File: config.mk
export PLATFORM = sky130hd
export DESIGN_NAME = dns_name_label_encoder
export DESIGN_NICKNAME = d
export VERILOG_FILES = /design/src/rtl/dnsle_pkg.sv /design/src/rtl/dnsle_label_ram.sv /design/src/rtl/dns_name_label_encoder.sv
export VERILOG_INCLUDE_DIRS = /design/src /design/src/rtl
export SDC_FILE = /design/constraint.sdc
export NUM_CORES = 1
export LEC_CHECK = 0
export BUFFER_PORTS_ARGS = -buffer_cell sky130_fd_sc_hd__buf_4
export CAP_MARGIN = 30
export CORE_ASPECT_RATIO = 1.25
export CORE_MARGIN = 5
export CORE_UTILIZATION = 36
export DETAILED_ROUTE_END_ITERATION = 12
export HOLD_SLACK_MARGIN = 0.08
export MAX_ROUTING_LAYER = met4
export PLACE_DENSITY_LB_ADDON = 0.15
export RECOVER_POWER = 100
export SLEW_MARGIN = 15
export SYNTH_ARGS = -nofsm -noshare
export SYNTH_HDL_FRONTEND = slang
export SYNTH_HIERARCHICAL = 1
export SYNTH_SLANG_ARGS = --single-unit
File: constraint.sdc
create_clock -name aclk -period 4.4 [get_ports aclk]
set_clock_uncertainty 0.05 [all_clocks]
set_input_delay 0.66 -clock aclk [delete_from_list [all_inputs] [get_ports aclk]]
set_output_delay 0.66 -clock aclk [all_outputs]
set_load 0.01 [all_outputs]
File: src/rtl/dns_name_label_encoder_defines.svh
// assertion macros shared by the dns name label encoder rtl
// no dependencies; included by files that carry concurrent checks
`ifndef DNS_NAME_LABEL_ENCODER_DEFINES_SVH
`define DNS_NAME_LABEL_ENCODER_DEFINES_SVH

// same-cycle implication, sampled on aclk, off during reset
`define DNSLE_ASSERT_SAME(lbl, ante, cons, msg) \
    lbl: assert property (@(posedge aclk) disable iff (!aresetn) (ante) |-> (cons)) \
        else $error(msg);

// next-cycle implication, sampled on aclk, off during reset
`define DNSLE_ASSERT_NEXT(lbl, ante, cons, msg) \
    lbl: assert property (@(posedge aclk) disable iff (!aresetn) (ante) |=> (cons)) \
        else $error(msg);

`endif

File: src/rtl/dnsle_pkg.sv
// constants and state codes for the dns name label encoder
// no dependencies; used by the top level and the label memory
package dnsle_pkg;

    localparam int unsigned BYTE_W = 8;

    localparam logic [BYTE_W-1:0] DOT_CHAR = 8'h2e;

    // sequencer state codes
    localparam int unsigned STATE_W = 2;
    localparam logic [STATE_W-1:0] ST_IDLE = 2'd0;
    localparam logic [STATE_W-1:0] ST_LEN  = 2'd1;
    localparam logic [STATE_W-1:0] ST_DAT  = 2'd2;

    // m_tuser bit positions
    localparam int unsigned USER_W       = 2;
    localparam int unsigned USER_END_BIT = 0;
    localparam int unsigned USER_OVF_BIT = 1;

    typedef logic [BYTE_W-1:0] byte_t;

endpackage

File: src/rtl/dnsle_label_ram.sv
// label character buffer: one write port, one read port, registered read data
// depends on dnsle_pkg for the byte type
module dnsle_label_ram #(
    parameter int unsigned DEPTH  = 63,
    parameter int unsigned ADDR_W = 6
) (
    input  logic              aclk,
    input  logic              wr_en,
    input  logic [ADDR_W-1:0] wr_addr,
    input  dnsle_pkg::byte_t  wr_data,
    input  logic              rd_en,
    input  logic [ADDR_W-1:0] rd_addr,
    output dnsle_pkg::byte_t  rd_data
);

    dnsle_pkg::byte_t mem [DEPTH];
    dnsle_pkg::byte_t rd_data_reg;

    always_ff @(posedge aclk) begin
        if (wr_en) begin
            mem[wr_addr] <= wr_data;
        end
        if (rd_en) begin
            rd_data_reg <= mem[rd_addr];
        end
    end

    assign rd_data = rd_data_reg;

endmodule

File: src/rtl/dns_name_label_encoder.sv
// dns name label encoder: an ordinary character is stored and gives no word; a dot or
// the last character ends the label, and input waits until it is out. the length word
// goes from ST_LEN into the output register, then one label byte per cycle while
// m_tready holds, from the single read port of the label memory. reset clears
// sequencer, count and overflow flag; the memory is not cleared, only entries of the
// current label are read. depends on dnsle_pkg, dnsle_label_ram, the defines header
`include "dns_name_label_encoder_defines.svh"

module dns_name_label_encoder #(
    parameter int unsigned MAX_LABEL = 63
) (
    input  logic                         aclk,
    input  logic                         aresetn,
    input  logic                         s_tvalid,
    output logic                         s_tready,
    input  logic [dnsle_pkg::BYTE_W-1:0] s_tdata,   // [7:0] char_in
    input  logic                         s_tlast,   // name_last
    output logic                         m_tvalid,
    input  logic                         m_tready,
    output logic [dnsle_pkg::BYTE_W-1:0] m_tdata,   // [7:0] out_byte
    output logic                         m_tlast,   // run_last
    output logic [dnsle_pkg::USER_W-1:0] m_tuser    // [0] name_end, [1] label_overflow
);

    localparam int unsigned CNT_W  = $clog2(MAX_LABEL + 1);
    localparam int unsigned ADDR_W = (MAX_LABEL > 1) ? $clog2(MAX_LABEL) : 1;
    localparam logic [CNT_W-1:0] MAX_CNT = CNT_W'(MAX_LABEL);

    logic [dnsle_pkg::STATE_W-1:0] state_reg, state_next;
    logic [CNT_W-1:0] count_reg, count_next;
    logic             ovf_seen_reg, ovf_seen_next;
    logic [CNT_W-1:0] len_reg, len_next;
    logic [CNT_W-1:0] idx_reg, idx_next;
    logic             ovf_reg, ovf_next;
    logic             end_reg, end_next;

    logic             m_tvalid_reg;
    dnsle_pkg::byte_t out_byte_reg, out_byte_next;
    logic             out_last_reg, out_last_next;
    logic             out_end_reg, out_end_next;
    logic             out_ovf_reg, out_ovf_next;
    logic             out_load;
    logic             out_free;

    logic             in_acc;
    logic             is_dot;
    logic             can_store;
    logic             wr_en;
    logic             rd_en;
    logic [ADDR_W-1:0] rd_addr;
    dnsle_pkg::byte_t rd_data;
    logic [CNT_W-1:0] idx_inc;

    assign in_acc    = s_tvalid && s_tready;
    assign is_dot    = (s_tdata == dnsle_pkg::DOT_CHAR);
    assign can_store = (count_reg < MAX_CNT);
    assign wr_en     = in_acc && !is_dot && can_store;
    assign out_free  = !m_tvalid_reg || m_tready;
    assign idx_inc   = idx_reg + CNT_W'(1);
    assign s_tready  = (state_reg == dnsle_pkg::ST_IDLE);

    dnsle_label_ram #(
        .DEPTH  (MAX_LABEL),
        .ADDR_W (ADDR_W)
    ) u_label_ram (
        .aclk    (aclk),
        .wr_en   (wr_en),
        .wr_addr (count_reg[ADDR_W-1:0]),
        .wr_data (s_tdata),
        .rd_en   (rd_en),
        .rd_addr (rd_addr),
        .rd_data (rd_data)
    );

    always_comb begin
        state_next    = state_reg;
        count_next    = count_reg;
        ovf_seen_next = ovf_seen_reg;
        len_next      = len_reg;
        idx_next      = idx_reg;
        ovf_next      = ovf_reg;
        end_next      = end_reg;
        out_load      = 1'b0;
        out_byte_next = out_byte_reg;
        out_last_next = out_last_reg;
        out_end_next  = out_end_reg;
        out_ovf_next  = out_ovf_reg;
        rd_en         = 1'b0;
        rd_addr       = idx_reg[ADDR_W-1:0];

        case (state_reg)
            dnsle_pkg::ST_IDLE: begin
                if (in_acc) begin
                    if (!is_dot) begin
                        if (can_store) begin
                            count_next = count_reg + CNT_W'(1);
                        end else begin
                            ovf_seen_next = 1'b1;
                        end
                    end
                    if (is_dot || s_tlast) begin
                        // hand the finished label to the emitter, start a fresh one
                        len_next      = count_next;
                        ovf_next      = ovf_seen_next;
                        end_next      = s_tlast;
                        idx_next      = '0;
                        count_next    = '0;
                        ovf_seen_next = 1'b0;
                        state_next    = dnsle_pkg::ST_LEN;
                    end
                end
            end
            dnsle_pkg::ST_LEN: begin
                if (out_free) begin
                    out_load      = 1'b1;
                    out_byte_next = dnsle_pkg::byte_t'(len_reg);
                    out_last_next = (len_reg == '0);
                    out_end_next  = end_reg && (len_reg == '0);
                    out_ovf_next  = ovf_reg;
                    if (len_reg == '0) begin
                        state_next = dnsle_pkg::ST_IDLE;
                    end else begin
                        // fetch the first character while the length word goes out
                        rd_en      = 1'b1;
                        state_next = dnsle_pkg::ST_DAT;
                    end
                end
            end
            dnsle_pkg::ST_DAT: begin
                if (out_free) begin
                    out_load      = 1'b1;
                    out_byte_next = rd_data;
                    out_last_next = (idx_inc == len_reg);
                    out_end_next  = end_reg && (idx_inc == len_reg);
                    out_ovf_next  = ovf_reg;
                    idx_next      = idx_inc;
                    if (idx_inc == len_reg) begin
                        state_next = dnsle_pkg::ST_IDLE;
                    end else begin
                        rd_en   = 1'b1;
                        rd_addr = idx_inc[ADDR_W-1:0];
                    end
                end
            end
            default: begin
                state_next = dnsle_pkg::ST_IDLE;
            end
        endcase
    end

    always_ff @(posedge aclk) begin
        if (!aresetn) begin
            state_reg    <= dnsle_pkg::ST_IDLE;
            count_reg    <= '0;
            ovf_seen_reg <= 1'b0;
            m_tvalid_reg <= 1'b0;
        end else begin
            state_reg    <= state_next;
            count_reg    <= count_next;
            ovf_seen_reg <= ovf_seen_next;
            if (out_load) begin
                m_tvalid_reg <= 1'b1;
            end else if (m_tready) begin
                m_tvalid_reg <= 1'b0;
            end
        end
    end

    always_ff @(posedge aclk) begin
        len_reg      <= len_next;
        idx_reg      <= idx_next;
        ovf_reg      <= ovf_next;
        end_reg      <= end_next;
        out_byte_reg <= out_byte_next;
        out_last_reg <= out_last_next;
        out_end_reg  <= out_end_next;
        out_ovf_reg  <= out_ovf_next;
    end

    assign m_tvalid                          = m_tvalid_reg;
    assign m_tdata                           = out_byte_reg;
    assign m_tlast                           = out_last_reg;
    assign m_tuser[dnsle_pkg::USER_END_BIT]  = out_end_reg;
    assign m_tuser[dnsle_pkg::USER_OVF_BIT]  = out_ovf_reg;

    `DNSLE_ASSERT_SAME(a_end_is_last, m_tvalid && out_end_reg, m_tlast, "end word not last")
    `DNSLE_ASSERT_SAME(a_count_bound, 1'b1, count_reg <= MAX_CNT, "label count past max")
    `DNSLE_ASSERT_SAME(a_idx_bound, state_reg == dnsle_pkg::ST_DAT, idx_reg < len_reg, "bad index")
    `DNSLE_ASSERT_NEXT(a_flush_start, in_acc && (is_dot || s_tlast), !s_tready, "no flush")

endmodule
==> results by group <==
Worst setup path
  – Setup CP Type: reg -> reg
  – CP endpoint kind: flip-flop
  – Crit-path slowest cell: mux4_2
  – Crit path max fanout: 18
  – Required @ worst endpoint: 4.70 ns
  – WP data arrival: between 4 and 5 ns
  – Most used cell, CP: xnor2_1
  – Crit-path cells: ha_1 -> xnor2_1 -> xnor2_1 -> nor4b_4 -> a21oi_2 -> xor2_4 -> buf_12 -> buf_6 -> mux4_2 -> a22oi_1 -> a31oi_1 -> o221a_2
  – Max incr delay on CP: 0.61 ns
  – Worst Setup Start Kind: flip-flop
  – Flop2flop setup slack: approximately 0.25 ns

Routing
  – Final wirelength: approximately 54,000 um
  – Via count: roughly 11,000
  – Drt drc: 0
  – Vias per inst: 5.36
  – Drt initial violations: 786
  – Post-route ant nets: 0
  – Drt wl/cell: between 20 and 30 um
  – DRT Pass-1 Iters: 7

Logic synthesis
  – Mux contribution to synthesized area: 0.140
  – Syn nets: around 1,100
  – XOR/XNOR share of the synthesized area: 0.00768
  – Post-synth cell types: a little over 60
  – Fraction of registers with async set/reset: 0
  – EDFF count, synth: 537
  – Synthesized flop and latch total: 547
  – Area fraction in compound gates after synthesis: 0.0363
  – Synth Area in Adders: 0.00286
  – Cell area after synthesis: 21,800 sq um
  – Largest family of logic cells by synthesized area: multiplexers
  – Post-Synth Simple-Gate Area: 0.0508
  – Yosys warns: 6
  – Main synth FF type: edfxtp_1
  – Syn Area/Cell: 19.4 sq um
  – Post-synthesis sequential area ratio: 0.747
  – Cell count after synthesis: 1,126

Layout
  – Layout Utilization: 0.412
  – Largest register FFs: 504
  – NumNets Final: 1,248
  – Diodes inserted: 0
  – Ratio of cells with drive above 1 in the final layout: 0.205
  – Layout fillers: 5,369
  – Fin area: 24,900 sq um
  – Area Overhead vs Synth: 13.9%

Run
  – Max-cap viol count: 8

Timing
  – Worst-Margin Slew: 3.19 ns
  – Fmax: around 240 MHz
  – Final setup fails: 0
  – Final Hold Viols: 0
  – Slew headroom: -1.13
  – Final WS setup: approximately 0.25 ns
  – Count of pins over their slew limit: 511
  – RSZ-0062 raised after global routing: false
  – Fin crit share: 0.944
  – Tmin final: 4.15 ns
  – Setup TNS: 0 ns

Floorplan
  – Row cnt: 101
  – Core area: 60,400 sq um
  – Initial Util: 0.362
  – Die ar.: 65,700 sq um
  – Die H: 285 um
  – I/O pin count: 26
  – Die width: 230 um

CTS
  – Hold buffers post-CTS: 0
  – CTS root buffer: clkbuf_16
  – Clock sinks: 547
  – Post-CTS Resized: 0
  – Worst-Skew Late Latency: 0.60 ns
  – CTS tree: done
  – Max Root-Sink Buffers: 3
  – TritonCTS buffer count: 54
  – Clock-pin slew on the worst setup and hold paths: 0.06 ns
  – H-tree depth: 2

Global routing
  – Total gr overflow: 0
  – Largest net degree at the start of global routing: 64
  – GRT Total Usage: 0.169
  – First-pass GRT wire length: 79,900 um
  – Initial antenna violation count: 3
  – Via count of the first global-routing pass: 11,500

Place
  – Place WS: 0.249 ns
  – GPL Wtd Cong: 0.802
  – Port bufs: 25
  – Hpwl dp: 35,100 um
  – Placement Cell Area: 23,500 sq um

Worst hold path
  – Class of the worst hold path: in -> reg

Status
  – Violated checks: max-capacitance violations, max-slew violations
  – Status: finished, violations left

Pwr
  – Leakage: 7.70 nW
  – Final Power: 14.2 mW
  – Worst ir drop on vdd: 0.323 mV
  – P per Cell Area: ~570 nW/um^2
[critical path, delay by kind of cell, from the launching register on]
kind                     cells  cell delay [ns]
adder cells (fa/ha/maj)      1             0.27
flip-flops                   1             0.43
AND/OR/NAND/NOR              1             0.32
multiplexers                 1             0.61
buffers and inverters        2             0.48
XOR/XNOR                     3             0.69
AO/OA/AOI/OAI                4             1.02
[Yosys cell counts, types with 3 or more instances]
cell        n  area [sq um]
mux4_2    115          2590
nand2b_1    9          56.3
o21ai_0    12          60.1
mux2_2     15           169
o22ai_1     5          31.3
nor2_1     84           315
buf_2       9          45.0
xnor2_1     7          61.3
and2_1     13          81.3
nand3b_1    6          45.0
inv_1       4          15.0
o221a_2     4          45.0
nand3_1    25           125
a31oi_1     7          43.8
nor2b_1    14          87.6
or3_1       3          18.8
dfxtp_1    10           200
ha_1        5          62.6
o21ai_1     3          15.0
buf_4       8          60.1
nand4_1     3          18.8
a22oi_1    15           113
o311ai_0    4          35.0
nand2_1    44           165
mux2i_1    28           280
a21oi_1    16          80.1
buf_6       6          67.6
a211oi_1    6          45.0
and2b_1     3          22.5
a221oi_1    5          43.8
edfxtp_1  537         16100
xor2_1      7          61.3
o211ai_1    6          45.0
a22o_1     12           105
clkbuf_1   32           120
o311ai_1    3          26.3
nor3_1      9          45.0
[worst paths after layout]
check,startpoint,endpoint,cells after the start
max,idx_reg[0],u_label_ram/rd_data[5],12
min,aresetn,ovf_seen_reg,3
max reg2reg,idx_reg[0],u_label_ram/rd_data[5],12
min reg2reg,state_reg[1],state_reg[1],2
[power by group]
group | total, mW | internal [mW] | leakage (nW) | switching (mW)
clock | 4.32 | 2.41 | 0.795 | 1.91
combinational | 3.88 | 1.73 | 1.98 | 2.15
sequential | 6.01 | 5.94 | 4.93 | 0.0756
[layer usage]
| metal | track usage | vias to the layer above | routed length [um] | part of all wire |
|---|---|---|---|---|
| met5 | - | - | 0 | 0 |
| met4 | 0.0426 | 0 | 1200 | 0.022 |
| met3 | 0.0277 | 55 | 2070 | 0.038 |
| met2 | 0.280 | 226 | 27400 | 0.51 |
| met1 | 0.220 | 5849 | 23200 | 0.43 |
| li1 | - | 4814 | - | - |
[cells by family after synthesis]
kind of cell               Yosys count
DFF                                547
and+or+nand+nor                    227
muxes                              159
AOI/OAI and AO/OA                  110
buffers and inverters               62
xor gates and xnor gates            16
adders and majority gates            5
[layout by cell type (no fill, tap or decap), drive strengths merged, types with 7 or more instances in the layout]
master | synthesis | layout
a22o | 12 | 12
and2 | 13 | 13
mux4 | 115 | 115
o311ai | 7 | 7
xnor2 | 7 | 7
mux2i | 28 | 28
clkinv | 0 | 26
a31oi | 7 | 7
nand3 | 25 | 25
nor2 | 84 | 84
nand2b | 9 | 9
o21ai | 15 | 15
nand2 | 44 | 44
buf | 26 | 47
nor2b | 14 | 14
clkbuf | 32 | 124
xor2 | 7 | 7
dfxtp | 10 | 10
a21oi | 17 | 17
a22oi | 15 | 15
edfxtp | 537 | 537
mux2 | 16 | 16
nor3 | 9 | 9
[area by class of cell]
class                           count  area [sq um]  area share
Timing Repair Buffer              106           707      0.0284
Clock buffer                       65          1390      0.0560
Clock inverter                     30           223     0.00895
Multi-Input combinational cell    517          5250       0.211
Tap cell                          772           966      0.0388
Inverter                            4          15.0    0.000603
Sequential cell                   547         16300       0.656
[timing repair]
| item | CTS | global route |
|---|---|---|
| endpoints found under the hold margin | 0 | 0 |
| setup buffers | 0 | 2 |
| endpoints found under the setup margin | 0 | 2 |
[through the flow]
step,cells,hold slack (ns)
after floorplan,1126,0.350
after global placement,1938,0.418
after detailed placement,1941,0.425
after CTS,2036,0.214
after global routing,2041,0.323
final,2041,0.345
(Power assumes the default switching activity.)
